--- src/run_limited_sequence_counter_macros.svh ---
// ----------------------------------------------------------------------------
// Run-limited sequence counter assertion macros
// Shorthand for clocked implication checks on the top level.
// ----------------------------------------------------------------------------
`ifndef RUN_LIMITED_SEQUENCE_COUNTER_MACROS_SVH
`define RUN_LIMITED_SEQUENCE_COUNTER_MACROS_SVH

// Same-cycle implication, checked on every clock outside of reset.
`define RLSC_ASSERT_SAME(lbl, ante, cons) \
    lbl: assert property (@(posedge i_clk) disable iff (!i_rst_n) (ante) |-> (cons)) \
        else $error("rlsc same-cycle check failed");

// Next-cycle implication, checked on every clock outside of reset.
`define RLSC_ASSERT_NEXT(lbl, ante, cons) \
    lbl: assert property (@(posedge i_clk) disable iff (!i_rst_n) (ante) |=> (cons)) \
        else $error("rlsc next-cycle check failed");

`endif

--- src/rlsc_pkg.sv ---
// ----------------------------------------------------------------------------
// Run-limited sequence counter package
// Shared widths, constants and controller-to-datapath signal groups.
// ----------------------------------------------------------------------------
package rlsc_pkg;

    // Default geometry.
    localparam int FACE_COUNT_DEF = 6;
    localparam int MAX_RUN_DEF    = 16;

    // Field widths.
    localparam int VAL_W      = 30;
    localparam int ROLL_W     = 16;
    localparam int LIM_W      = 5;
    localparam int REG_COUNT  = 6;
    localparam int CFG_IDX_W  = 3;
    localparam int IN_DATA_W  = 16;
    localparam int OUT_DATA_W = 32;

    // Arithmetic modulus and register reset value.
    localparam logic [VAL_W-1:0] MODULUS   = 30'd1000000007;
    localparam logic [LIM_W-1:0] LIM_RESET = 5'd1;

    // Commands from the controller to the datapath.
    typedef struct packed {
        logic start;
        logic rd;
        logic term;
        logic upd;
        logic acc;
        logic len_end;
        logic load_result;
    } t_dp_cmd;

    // Status from the datapath to the controller.
    typedef struct packed {
        logic n_zero;
        logic last_len;
    } t_dp_sts;

endpackage

--- src/rlsc_ctrl.sv ---
// ----------------------------------------------------------------------------
// Run-limited sequence counter controller
// Steps through lengths and faces and runs both stream handshakes.
// ----------------------------------------------------------------------------
module rlsc_ctrl #(
    parameter int  FACE_COUNT = rlsc_pkg::FACE_COUNT_DEF,
    localparam int FACE_W     = $clog2(FACE_COUNT)
) (
    input  logic              i_clk,
    input  logic              i_rst_n,
    input  logic              i_s_tvalid,
    output logic              o_s_tready,
    output logic              o_m_tvalid,
    input  logic              i_m_tready,
    input  rlsc_pkg::t_dp_sts i_sts,
    output rlsc_pkg::t_dp_cmd o_cmd,
    output logic [FACE_W-1:0] o_face
);
    import rlsc_pkg::*;

    localparam logic [FACE_W-1:0] LAST_FACE = FACE_W'(FACE_COUNT - 1);

    typedef enum logic [2:0] {
        ST_IDLE,
        ST_START,
        ST_READ,
        ST_TERM,
        ST_UPDATE,
        ST_ACCUM,
        ST_LEN_END,
        ST_FINISH
    } t_state;

    t_state            r_state;
    logic [FACE_W-1:0] r_face;
    logic              r_out_valid;

    // Command decode from the current state.
    always_comb begin
        o_cmd = '0;
        unique case (r_state)
            ST_IDLE:    o_cmd.start       = i_s_tvalid;
            ST_READ:    o_cmd.rd          = 1'b1;
            ST_TERM:    o_cmd.term        = 1'b1;
            ST_UPDATE:  o_cmd.upd         = 1'b1;
            ST_ACCUM:   o_cmd.acc         = 1'b1;
            ST_LEN_END: o_cmd.len_end     = 1'b1;
            ST_FINISH:  o_cmd.load_result = !r_out_valid || i_m_tready;
            default:    o_cmd = '0;
        endcase
    end

    // State, face counter and the output valid flag.
    always_ff @(posedge i_clk) begin
        if (!i_rst_n) begin
            r_state     <= ST_IDLE;
            r_face      <= '0;
            r_out_valid <= 1'b0;
        end else begin
            unique case (r_state)
                ST_IDLE: begin
                    if (i_s_tvalid) begin
                        r_state <= ST_START;
                    end
                end
                ST_START: begin
                    r_face  <= '0;
                    r_state <= i_sts.n_zero ? ST_FINISH : ST_READ;
                end
                ST_READ:   r_state <= ST_TERM;
                ST_TERM:   r_state <= ST_UPDATE;
                ST_UPDATE: r_state <= ST_ACCUM;
                ST_ACCUM: begin
                    if (r_face == LAST_FACE) begin
                        r_face  <= '0;
                        r_state <= ST_LEN_END;
                    end else begin
                        r_face  <= r_face + FACE_W'(1);
                        r_state <= ST_READ;
                    end
                end
                ST_LEN_END: begin
                    r_state <= i_sts.last_len ? ST_FINISH : ST_READ;
                end
                ST_FINISH: begin
                    if (!r_out_valid || i_m_tready) begin
                        r_state <= ST_IDLE;
                    end
                end
                default: r_state <= ST_IDLE;
            endcase

            // The result register is loaded only once the previous one is taken.
            if (o_cmd.load_result) begin
                r_out_valid <= 1'b1;
            end else if (i_m_tready) begin
                r_out_valid <= 1'b0;
            end
        end
    end

    assign o_s_tready = (r_state == ST_IDLE);
    assign o_m_tvalid = r_out_valid;
    assign o_face     = r_face;

endmodule

--- config.mk ---
export PLATFORM = sky130hd
export DESIGN_NAME = rlsc_ctrl
export DESIGN_NICKNAME = d
export VERILOG_FILES = /design/src/run_limited_sequence_counter_macros.svh /design/src/rlsc_pkg.sv /design/src/rlsc_ctrl.sv
export SDC_FILE = /design/constraint.sdc
export NUM_CORES = 1
export LEC_CHECK = 0
export ABC_AREA = 1
export BUFFER_PORTS_ARGS = -buffer_cell sky130_fd_sc_hd__buf_2
export CAP_MARGIN = 20
export CORE_AREA = 2 2 39 41
export CTS_CLUSTER_SIZE = 12
export DETAILED_ROUTE_END_ITERATION = 7
export DIE_AREA = 0 0 41 43
export HOLD_SLACK_MARGIN = 0.02
export PLACE_DENSITY_LB_ADDON = 0.25
export RECOVER_POWER = 50
export SLEW_MARGIN = 20
export SYNTH_ARGS = -nofsm -noshare
export SYNTH_HDL_FRONTEND = slang
export SYNTH_SLANG_ARGS = --single-unit
--- constraint.sdc ---
create_clock -name i_clk -period 1.8 [get_ports i_clk]
set_clock_uncertainty 0.1 [all_clocks]
set_input_delay 0.18 -clock i_clk [delete_from_list [all_inputs] [get_ports i_clk]]
set_output_delay 0.18 -clock i_clk [all_outputs]
set_load 0.01 [all_outputs]
==> results by stage, run 1 <==
Synth:
- The synthesized design spends more area on one cell type than any other, namely sky130_fd_sc_hd__dfxtp_1.
- The commonest cells after synthesis are 14 x sky130_fd_sc_hd__nand2_1, 13 x sky130_fd_sc_hd__inv_1, 8 x sky130_fd_sc_hd__nor2_1.
- The average instance area after synthesis is 6.63 µm².
- In this run, synthesis produced a sequential element count of 7.
- In the synthesized netlist the async set-or-reset flop fraction comes to 0%.
- The count of flip-flops with a built-in enable after synthesis is 0.
- After synthesis the cells add up to 464 µm².
- Yosys attributes the largest share of cell area to sky130_fd_sc_hd__dfxtp_1 30%, sky130_fd_sc_hd__nand2_1 11%, sky130_fd_sc_hd__inv_1 11%.
- The sequential area share after synthesis is 30.2%.
- The area share of the largest cell type after synthesis is 30.2%.
- The number of nets in the synthesized netlist is 76.
- The count of yosys warnings during synthesis is 0.
- The distinct cell type count of the synthesized netlist is 22.
- Counting every instance in the synthesized netlist gives 70.
- The library cell with the highest instance count after synthesis is sky130_fd_sc_hd__nand2_1.
- For this run, the leading register cell type out of synthesis is sky130_fd_sc_hd__dfxtp_1.

GRT:
- The initial antenna violation count came to 0.
- The via count of the first global-routing pass is 415.
- The first-pass GRT wire length is 1590 µm.
- Global routing finished with a remaining overflow of 0.
- The total global-route track usage is 13.7%.
- Entering global routing, the biggest net connects 10 pins.

Worst setup path:
- The beginning of the critical path is r_state[2]$_SDFFE_PN0P_.
- The worst endpoint required time is 1.52 ns.
- The signal arrival time at the worst endpoint is 1.29 ns.
- The launch point of the worst reg-to-reg path is r_state[2]$_SDFFE_PN0P_.
- The signal on the critical path passes through nand3_1, inv_1, buf_2.
- STA classifies the critical path endpoint as an output pin.
- Setup slack on the worst reg-to-reg path comes out at 0.46 ns.
- The largest single stage delay on the critical path is 0.56 ns.
- Of all nets on the critical path, the largest fanout is 9.
- The type of the worst setup path is reg -> out.
- The kind of start point of the critical path is a flip-flop.
- For this design, the slowest cell found on the critical path is sky130_fd_sc_hd__dfxtp_1.

CTS:
- The clock tree from TritonCTS is done.
- The number of cells upsized or downsized after cts is 0.
- No sink is reached through more buffers than the 2 on the longest clock path.
- For this design, the sink count on the clock tree is 7.
- Once the clock tree was built, the setup fixing pass inserted 0 buffers.
- The insertion delay of the later-clocked pin in the worst-skew pair is 0.26 ns.
- The root cell of the clock tree is sky130_fd_sc_hd__clkbuf_4.
- The cts-stage hold buffer count is 0.
- The clock-pin slew on the worst setup and hold paths is 0.06 ns.
- TritonCTS created 3 clock buffers.
- The level count of the clock H-tree is 1.

Cells and area:
- Of the cells placed in the final design, the portion with a size suffix greater than 1 is 25.0%.
- The count of inserted antenna diode cells is 0.
- The fill cell total of the finished layout is 172.
- For this run, the post-layout net count is 95.
- Measured on the finished design, the core utilization comes to 39.7%.
- After routing the design area is 549 µm².
- Compared with the post-synthesis result, the final layout area differs by 18.3%.

Die:
- The die covers 1760 µm².
- The initialized floorplan defines 14 standard-cell rows.
- In this run the count of I/O pins placed on the die edge is 18.
- The floorplan step set the die width to 41 µm.
- The placeable core region is 1380 µm².
- The initial cell density of the core is 33.5%.
- The vertical die dimension is 43 µm.

Detailed routing:
- Detailed routing inserted a total of 478 vias.
- Dividing the detail-routed via count by the number of cells gives 4.60.
- The residual antenna-violating net count after detailed routing is 0.
- Summed over all layers, the routed wires come to 979 µm.
- The detailed-route wire length per cell is 9.41 µm.
- The iteration-0 DRC count of the detailed router is 3.
- Before antenna repair, the detailed router went through 3 iterations.
- For this run, design rule violations remaining after detail routing come to 0.

Power:
- Of the total power, registers draw 39.7%.
- The power spent charging and discharging nets is 0.000225 W.
- The fraction of power consumed by the clock network is 26.4%.
- The relative contribution of combinational cells to total power is 33.9%.
- The maximum vdd drop is 0.322 mV.
- The analysis attributes to cell leakage a power of 0.288 nW.
- The areal power density over the cells is 1030 nW/µm².
- The internal portion of the total power is 0.000339 W.
- The power after layout is 0.000564 W.
- The net switching share of the total power is 39.9%.

Timing:
- The achievable clock frequency is 0.637 GHz.
- The number of failing hold endpoints at the final stage is 0.
- The share of the clock period used by the worst path is 87.2%.
- Setup repair after global routing left no endpoint under its margin.
- The worst pin sits at a relative slew slack of 72.9%.
- The actual transition at the worst max-transition pin is 0.406 ns.
- Adding up every negative setup slack in the final design gives 0 ns.
- Setup violations remaining at the end of the flow were counted as 0.
- The clock period minus worst slack is 1.57 ns.
- The number of max-slew violations in the final report is 0.
- In the post-route analysis, the smallest setup slack over all paths is 0.231 ns.

Outcome:
- The flow ran to the end, and the final reports show no timing, DRC or antenna violations.

Placed design:
- Port buffering added 17 buffers.
- Before CTS, the worst setup slack after placement is 0.522 ns.
- The total placed instance area is 536 µm².
- At the end of routability-driven placement, the weighted congestion stood at 0.707.
- The wire-length estimate of the detail-placed layout is 773 µm.

Worst hold path:
- The tightest min-delay check is of the in -> reg type.
- The critical hold path startpoint is i_rst_n.

Flow run:
- The number of max-cap violations is 0.
path summary, 6_finish.rpt:
path	to	cells past startpoint
max	o_cmd[2]	3
min	r_state[2]$_SDFFE_PN0P_	3
max reg2reg	o_face[1]$_SDFFE_PN0P_	4
min reg2reg	o_face[2]$_SDFFE_PN0P_	2
power groups by stage:
stage / clock network (W) / logic [W] / registers [W]
6_report: 0.000149 / 0.000191 / 0.000224
5_1_grt: 0.000162 / 0.000218 / 0.000229
4_1_cts: 0.000151 / 0.000197 / 0.000226
3_5_place_dp: 0 / 0.000196 / 0.000230
3_3_place_gp: 0 / 0.000197 / 0.000229
2_1_floorplan: 0 / 0.000212 / 0.000187
routing by layer:
| metal | vias to the layer above | track usage [%] | share of wire (%) |
|---|---|---|---|
| li1 | 253 | - | - |
| met1 | 211 | 17.3 | 46 |
| met2 | 12 | 17.8 | 45 |
| met3 | 2 | 5.76 | 7.2 |
| met4 | 0 | 10.0 | 1.5 |
| met5 | - | 0 | 0 |
state kept, by name, indices dropped and copies added (netlist names):
name,flops
o_face,3
o_m_tvalid,1
r_state,3
final cells by class:
| type | instances | area (µm²) | share of cell area, % |
|---|---|---|---|
| Clock buffer | 4 | 26.3 | 4.78 |
| Inverter | 16 | 62.6 | 11.4 |
| Multi-Input combinational cell | 44 | 220 | 40.1 |
| Sequential cell | 7 | 140 | 25.5 |
| Tap cell | 16 | 20.0 | 3.64 |
| Timing Repair Buffer | 17 | 80.1 | 14.6 |
cell families after synthesis:
logic type / share of synthesized area (%)
simple gates: 35.6
flops: 30.2
compound gates: 13.5
buf+inv: 20.8
cell usage in the layout (no fill, tap or decap):
cell type | Yosys | routed
sky130_fd_sc_hd__nor3_1 | 1 | 1
sky130_fd_sc_hd__nand3_1 | 4 | 5
sky130_fd_sc_hd__nor4_1 | 1 | 1
sky130_fd_sc_hd__buf_2 | 0 | 13
sky130_fd_sc_hd__o21a_1 | 1 | 1
sky130_fd_sc_hd__inv_1 | 13 | 14
sky130_fd_sc_hd__a21oi_2 | 1 | 1
sky130_fd_sc_hd__clkbuf_4 | 0 | 3
sky130_fd_sc_hd__clkbuf_1 | 0 | 5
sky130_fd_sc_hd__inv_2 | 2 | 1
sky130_fd_sc_hd__a31oi_1 | 1 | 1
sky130_fd_sc_hd__nand2_1 | 14 | 14
sky130_fd_sc_hd__dfxtp_1 | 7 | 7
sky130_fd_sc_hd__inv_4 | 1 | 1
sky130_fd_sc_hd__nor3_4 | 1 | 1
sky130_fd_sc_hd__nor2_1 | 8 | 9
sky130_fd_sc_hd__o211ai_1 | 1 | 1
sky130_fd_sc_hd__a211oi_1 | 1 | 1
sky130_fd_sc_hd__nand2_2 | 2 | 2
sky130_fd_sc_hd__nand4_1 | 1 | 1
sky130_fd_sc_hd__o21ai_0 | 2 | 2
sky130_fd_sc_hd__a21oi_1 | 3 | 3
per-stage QoR:
step,std cells,hold WS (ns)
floorplan,70,0.178
global placement,100,0.343
detailed placement,100,0.342
CTS,104,0.0749
global route,104,0.100
finish,104,0.0743
worst max-delay path: cells and delay by family (launching register included):
| family | cells | cell delay, ns |
|---|---|---|
| buffers and inverters | 2 | 0.26 |
| flip-flops | 1 | 0.56 |
| AND/OR/NAND/NOR | 1 | 0.21 |
(Power assumes the default switching activity.)
==> run 2, diff against run 1 <==
BUFFER_PORTS_ARGS = -buffer_cell sky130_fd_sc_hd__buf_4   (was -buffer_cell sky130_fd_sc_hd__buf_2)
==> run 2 against run 1 <==
  * Total power rose by 3.3%
  * Clock power barely moved
  * First-iteration DRC count is 33% lower
  * Routed wire length is 1.8% higher
  * Critical path depth stayed put
  * Non-clock buffer count did not move
  * Sequential power hardly changed
  * Sequential share of layout area fell by 1.4 points
  * Largest cell class unchanged
==> results by stage, run 2 (synthesis results as in run 1) <==
Outcome:
- The run finished with clean final reports.

CTS:
- Post-CTS timing repair inserted 0 buffers for setup.
- The level count of the clock H-tree is 1.
- The tree is rooted in a sky130_fd_sc_hd__clkbuf_4.
- Clock-pin slew was measured on the worst setup and hold paths at 0.05 ns.
- The TritonCTS sink count is 7.
- The number of clock buffers added by TritonCTS is 3.
- The cts-stage hold buffer count is 0.
- The number of gates resized after CTS was 0.
- The clock tree from TritonCTS is done.
- The insertion delay of the later-clocked pin in the worst-skew pair is 0.26 ns.
- The maximum root-to-sink buffer count is 2.

GRT:
- The total global-route track usage is 13.3%.
- The initial antenna violation count was 0.
- Entering global routing, the biggest net connects 10 pins.
- The global routing met1 resource utilization is 17.0%.
- After global routing the overflow that remains totals 0.
- The met2 global-route usage is 17.8%.
- The via count of the first global-routing pass is 396.
- The global-route layer with the greatest usage is met2.
- The global-route met3 utilization is 4.19%.
- The first-pass GRT wire length is 1550 µm.

Worst setup path:
- Data on the critical path is required at its endpoint by 1.52 ns.
- Along the worst path, the maximum fanout reaches 9.
- The type of the worst setup path is reg -> out.
- For the worst setup path, the data arrival time is 1.28 ns.
- The kind of start point of the critical path is a flip-flop.
- The sort of element at the end of the critical path is an output pin.

Detailed routing:
- In the final routed layout, each cell accounts on average for 9.59 µm.
- After detailed routing, the number of remaining DRC violations is 0.
- The iteration-0 DRC count of the detailed router is 2.
- The first-pass iteration count of the detailed router is 4.
- In this run the remaining antenna-violating nets after routing total 0.
- For this block, the routed nets add up to 997 µm of wire.
- After detailed routing, the number of vias per cell comes to 4.46.
- The total number of vias is 464.

Cells and area:
- Compared with the post-synthesis result, the final layout area differs by 25.3%.
- In the layout the commonest cells are 15 x sky130_fd_sc_hd__inv_1, 14 x sky130_fd_sc_hd__nand2_1, 13 x sky130_fd_sc_hd__buf_4, 9 x sky130_fd_sc_hd__nor2_1, 7 x sky130_fd_sc_hd__dfxtp_1.
- After routing the design area is 582 µm².
- The repair_antennas step left the layout with diodes totalling 0.
- Cells fill 42.0% of the core in the end.
- The layout cell share with drive strength beyond 1 is 23.9%.
- The library cell used most frequently in the layout, excluding fill and tap cells, is sky130_fd_sc_hd__inv_1.
- The number of nets in the layout is 95.

Power:
- Per report_power, the clock group accounts for 25.4% of the total.
- Summed over all nets, the switching power comes to 0.000225 W.
- The relative contribution of combinational cells to total power is 36.3%.
- The part of the power in registers is 38.3%.
- The internal power of the cells totals 0.000358 W.
- The net switching share of the total power is 38.6%.
- The areal power density over the cells is 1000 nW/µm².
- The maximum vdd drop is 0.431 mV.
- The leakage power of the design is 0.294 nW.

Timing:
- The number of setup violations in the final report is 0.
- The achievable clock frequency is 0.642 GHz.
- The clock period minus worst slack is 1.56 ns.
- The number of failing hold endpoints at the final stage is 0.
- The number of max-slew violations in the final report is 0.
- The worst hold slack is 0.0510 ns.
- Adding up every negative setup slack in the final design gives 0 ns.
- In the finished design, the share of the clock period the worst path needs comes to 86.5%.
- Setup repair after global routing left no endpoint under its margin.
- The worst slew slack as a fraction of its limit is 73.2%.
- For the pin with the worst max-slew slack, the measured transition is 0.401 ns.

Die:
- In this run the count of I/O pins placed on the die edge is 18.
- The die is 43 µm tall.
- The floorplan die area is 1760 µm².
- From left edge to right edge, the die measures 41 µm.
- The initial utilization of the core area, before any placement, comes to 33.5%.
- The number of rows in the core area is 14.
- The placeable core region is 1380 µm².

Placed design:
- In this run the cell area measured after placement is 578 µm².
- Detailed placement ended at an HPWL of 765 µm.
- The placer congestion estimate is 0.698.
- Buffers placed on the I/O ports in this run total 17.

Worst hold path:
- The tightest min-delay check is of the in -> reg type.

Flow run:
- Max-cap violations in this run came to 0.
[run 2: cell types whose count changed in the layout (fill, tap and decap cells not counted)]
cell	delta
sky130_fd_sc_hd__inv_1	+1
sky130_fd_sc_hd__inv_2	-1
sky130_fd_sc_hd__buf_2	-13
sky130_fd_sc_hd__buf_4	+13
[run 2: area by class of cell]
type | count | area, µm²
Clock buffer | 4 | 26.3
Fill cell | 152 | 802
Timing Repair Buffer | 17 | 113
Inverter | 16 | 62.6
Tap cell | 16 | 20.0
Sequential cell | 7 | 140
Multi-Input combinational cell | 44 | 220
[run 2: power by group through the flow]
stage | clock, W | combinational [W] | sequential, W
global route | 0.000156 | 0.000241 | 0.000228
global placement | 0 | 0.000219 | 0.000229
finish | 0.000148 | 0.000212 | 0.000223
detailed placement | 0 | 0.000218 | 0.000230
floorplan | 0 | 0.000212 | 0.000187
CTS | 0.000150 | 0.000219 | 0.000227
[run 2: routing by layer]
layer / part of all wire, % / wire length, µm
met1: 46 / 462
met2: 42 / 421
met3: 8.5 / 85
met4: 2.7 / 27
met5: 0 / 0
[run 2: worst paths after layout]
check	end	slack, ns	depth (start not counted)	startpoint
setup / recovery	o_cmd[2]	0.24	3	r_state[2]$_SDFFE_PN0P_
hold / removal	r_state[2]$_SDFFE_PN0P_	0.05	3	i_rst_n
setup reg to reg	o_face[1]$_SDFFE_PN0P_	0.46	4	r_state[2]$_SDFFE_PN0P_
hold reg to reg	o_face[2]$_SDFFE_PN0P_	0.40	2	o_face[2]$_SDFFE_PN0P_
[run 2: through the flow]
| stage | total power [W] | setup slack, ns | cells |
|---|---|---|---|
| after global routing | 0.000624 | 0.173 | 104 |
| after global placement | 0.000449 | 0.522 | 100 |
| after CTS | 0.000596 | 0.217 | 104 |
| final | 0.000583 | 0.242 | 104 |
| after floorplan | 0.000398 | 0.652 | 70 |
| after detailed placement | 0.000448 | 0.508 | 100 |
[run 2: critical path, stage by stage, from the launching register on]
cell	delay (ns)
sky130_fd_sc_hd__dfxtp_1	0.56
sky130_fd_sc_hd__nand3_1	0.20
sky130_fd_sc_hd__inv_1	0.13
sky130_fd_sc_hd__buf_4	0.13
==> run 3, diff against run 2 <==
CORE_AREA = 3 3 40 42   (was 2 2 39 41)
DIE_AREA = 0 0 43 45   (was 0 0 41 43)
==> run 3 against run 2 <==
  * Hold slack better by 0.0012 ns
  * Sequential share of layout area is 0.052 points higher
  * Critical path depth stayed put
  * Register-to-register slack hardly changed
  * Routed wire length is 5.1% higher
  * Final cell count is 0.96% lower
  * Sequential power hardly changed
  * Die area is 9.8% higher
  * Utilization is 3.1 points higher
  * First-iteration DRC count grew to 3.0 times the previous value
  * Combinational power hardly changed
  * Highest routed layer unchanged
==> results by stage, run 3 (synthesis results as in run 1) <==
Placed design:
- The number of buffer cells added on primary ports is 17.
- Once placement finished, the instance area stood at 577 µm².
- The wire-length estimate of the detail-placed layout is 800 µm.
- The placer congestion estimate is 0.725.

Die:
- In this run the vertical extent of the chip is 45 µm.
- During I/O placement, the number of pins put on the boundary was 18.
- The floorplan die area is 1940 µm².
- The initial cell density of the core is 36.1%.
- The number of rows in the core area is 13.
- The horizontal extent of the die is 43 µm.
- The placeable core region is 1280 µm².

Cells and area:
- The number of nets in the layout is 95.
- The post-route standard cell area excluding fillers is 581 µm².
- The final cell utilization of the core is 45.2%.
- The top cell types in the final layout, fill and taps aside, are 14 x sky130_fd_sc_hd__inv_1, 14 x sky130_fd_sc_hd__nand2_1, 13 x sky130_fd_sc_hd__buf_4, 9 x sky130_fd_sc_hd__nor2_1, 7 x sky130_fd_sc_hd__dfxtp_1.
- The count of inserted antenna diode cells is 0.
- The layout cell share with drive strength beyond 1 is 25.0%.
- The fill cell total of the finished layout is 145.
- The area growth from synthesis to final layout is 25.1%.

Detailed routing:
- The per-cell via count in the routed design is 4.70.
- The total number of vias is 484.
- The first-pass iteration count of the detailed router is 4.
- In the routed design, unresolved DRC markers number 0.
- After the first detailed-routing iteration, the DRC count stood at 6.
- The routed design has 1050 µm of wire.
- Dividing the detail-routed wire length by the instance count gives 10.2 µm.
- The residual antenna-violating net count after detailed routing is 0.

Flow run:
- The tool flagged a number of max-cap violations equal to 0.

Timing:
- The worst path in the final design needs a cycle of 1.60 ns, including I/O delays and setup.
- The final critical path takes up 88.8% of the cycle.
- The number of max-slew violations in the final report is 0.
- The number of setup violations in the final report is 0.
- Setup repair after global routing left no endpoint under its margin.
- At the pin with the least slew margin, the transition time is 0.405 ns.
- The total negative setup slack is 0 ns.
- Headroom to the max-slew limit came out at 73.0%.
- The number of failing hold endpoints at the final stage is 0.
- The achievable clock frequency is 0.625 GHz.

GRT:
- The total global-route track usage is 11.6%.
- The initial antenna violation count is 0.
- Global routing finished with a remaining overflow of 0.
- The via count of the first global-routing pass was 405.
- The maximum number of pins on one net before global-route repair is 10.
- The first global-routing pass estimated 1590 µm of wire.

Worst setup path:
- At the worst endpoint, the required time is 1.52 ns.
- The sort of element at the end of the critical path is an output pin.
- STA classifies the critical path startpoint as a flip-flop.
- The maximum net fanout on the critical path is 9.
- The type of the worst setup path is reg -> out.
- The signal arrival time at the worst endpoint is 1.32 ns.

Power:
- The leakage power of the design is 0.294 nW.
- Across the VDD grid, the largest voltage drop is 0.393 mV.
- The areal power density over the cells is 1020 nW/µm².

CTS:
- Post-CTS timing repair inserted 0 buffers for setup.
- Clock tree synthesis inserted a total of 3 buffers.
- TritonCTS built the clock tree.
- The cts-stage hold buffer count is 0.
- The clock passes through at most 2 buffers.
- The insertion delay of the later-clocked pin in the worst-skew pair is 0.26 ns.
- Clock-pin slew was measured on the worst setup and hold paths at 0.06 ns.
- The TritonCTS sink count is 7.
- Gates resized during post-CTS repair numbered 0.
- In this run the number of H-tree levels came out at 1.
- The root cell of the clock tree is sky130_fd_sc_hd__clkbuf_4.

Outcome:
- The flow ran to the end, and the final reports show no timing, DRC or antenna violations.

Worst hold path:
- The classification of the worst-slack hold path is in -> reg.
[run 3: cell counts in the layout (fill, tap and decap cells not counted)]
No cell type changed its count.
[run 3: cell type report]
type,count,area [µm²],share of cell area [%]
well taps,15,18.8,3.23
multi-input cells,44,220,37.9
flip-flops and latches,7,140,24.1
clock buffers,4,26.3,4.53
inverters,16,62.6,10.8
repair buffers,17,113,19.4
[run 3: routing by layer]
metal / up-vias / part of all wire [%] / track usage (%)
li1: 255 / - / -
met1: 211 / 48 / 14.0
met2: 13 / 41 / 17.1
met3: 5 / 6.7 / 2.39
met4: 0 / 3.5 / 10.8
met5: - / 0 / 0
[run 3: power by group]
| group | switching, W | internal, W |
|---|---|---|
| Combinational | 0.000114 | 0.0000987 |
| Sequential | 0.0000517 | 0.000174 |
| Clock | 0.0000658 | 0.0000851 |
| Total | 0.000231 | 0.000358 |
[run 3: worst paths after layout]
check / from / to / slack, ns / cells after the start
worst max-delay path: r_state[2]$_SDFFE_PN0P_ / o_cmd[2] / 0.20 / 3
worst min register to register: o_face[1]$_SDFFE_PN0P_ / o_face[1]$_SDFFE_PN0P_ / 0.42 / 2
worst min-delay path: i_rst_n / r_state[2]$_SDFFE_PN0P_ / 0.05 / 3
worst max register to register: r_state[2]$_SDFFE_PN0P_ / o_face[1]$_SDFFE_PN0P_ / 0.46 / 4
[run 3: critical path, stage by stage (launching register included)]
cell                      delay, ns
sky130_fd_sc_hd__dfxtp_1       0.56
sky130_fd_sc_hd__nand3_1       0.21
sky130_fd_sc_hd__inv_1         0.15
sky130_fd_sc_hd__buf_4         0.13
[run 3: through the flow]
step	std cells	hold slack, ns	total power [W]	setup WS (ns)
2_1_floorplan	70	0.178	0.000398	0.652
3_3_place_gp	99	0.316	0.000450	0.488
3_5_place_dp	99	0.317	0.000449	0.518
4_1_cts	103	0.0490	0.000599	0.229
5_1_grt	103	0.0797	0.000627	0.148
6_report	103	0.0522	0.000590	0.201
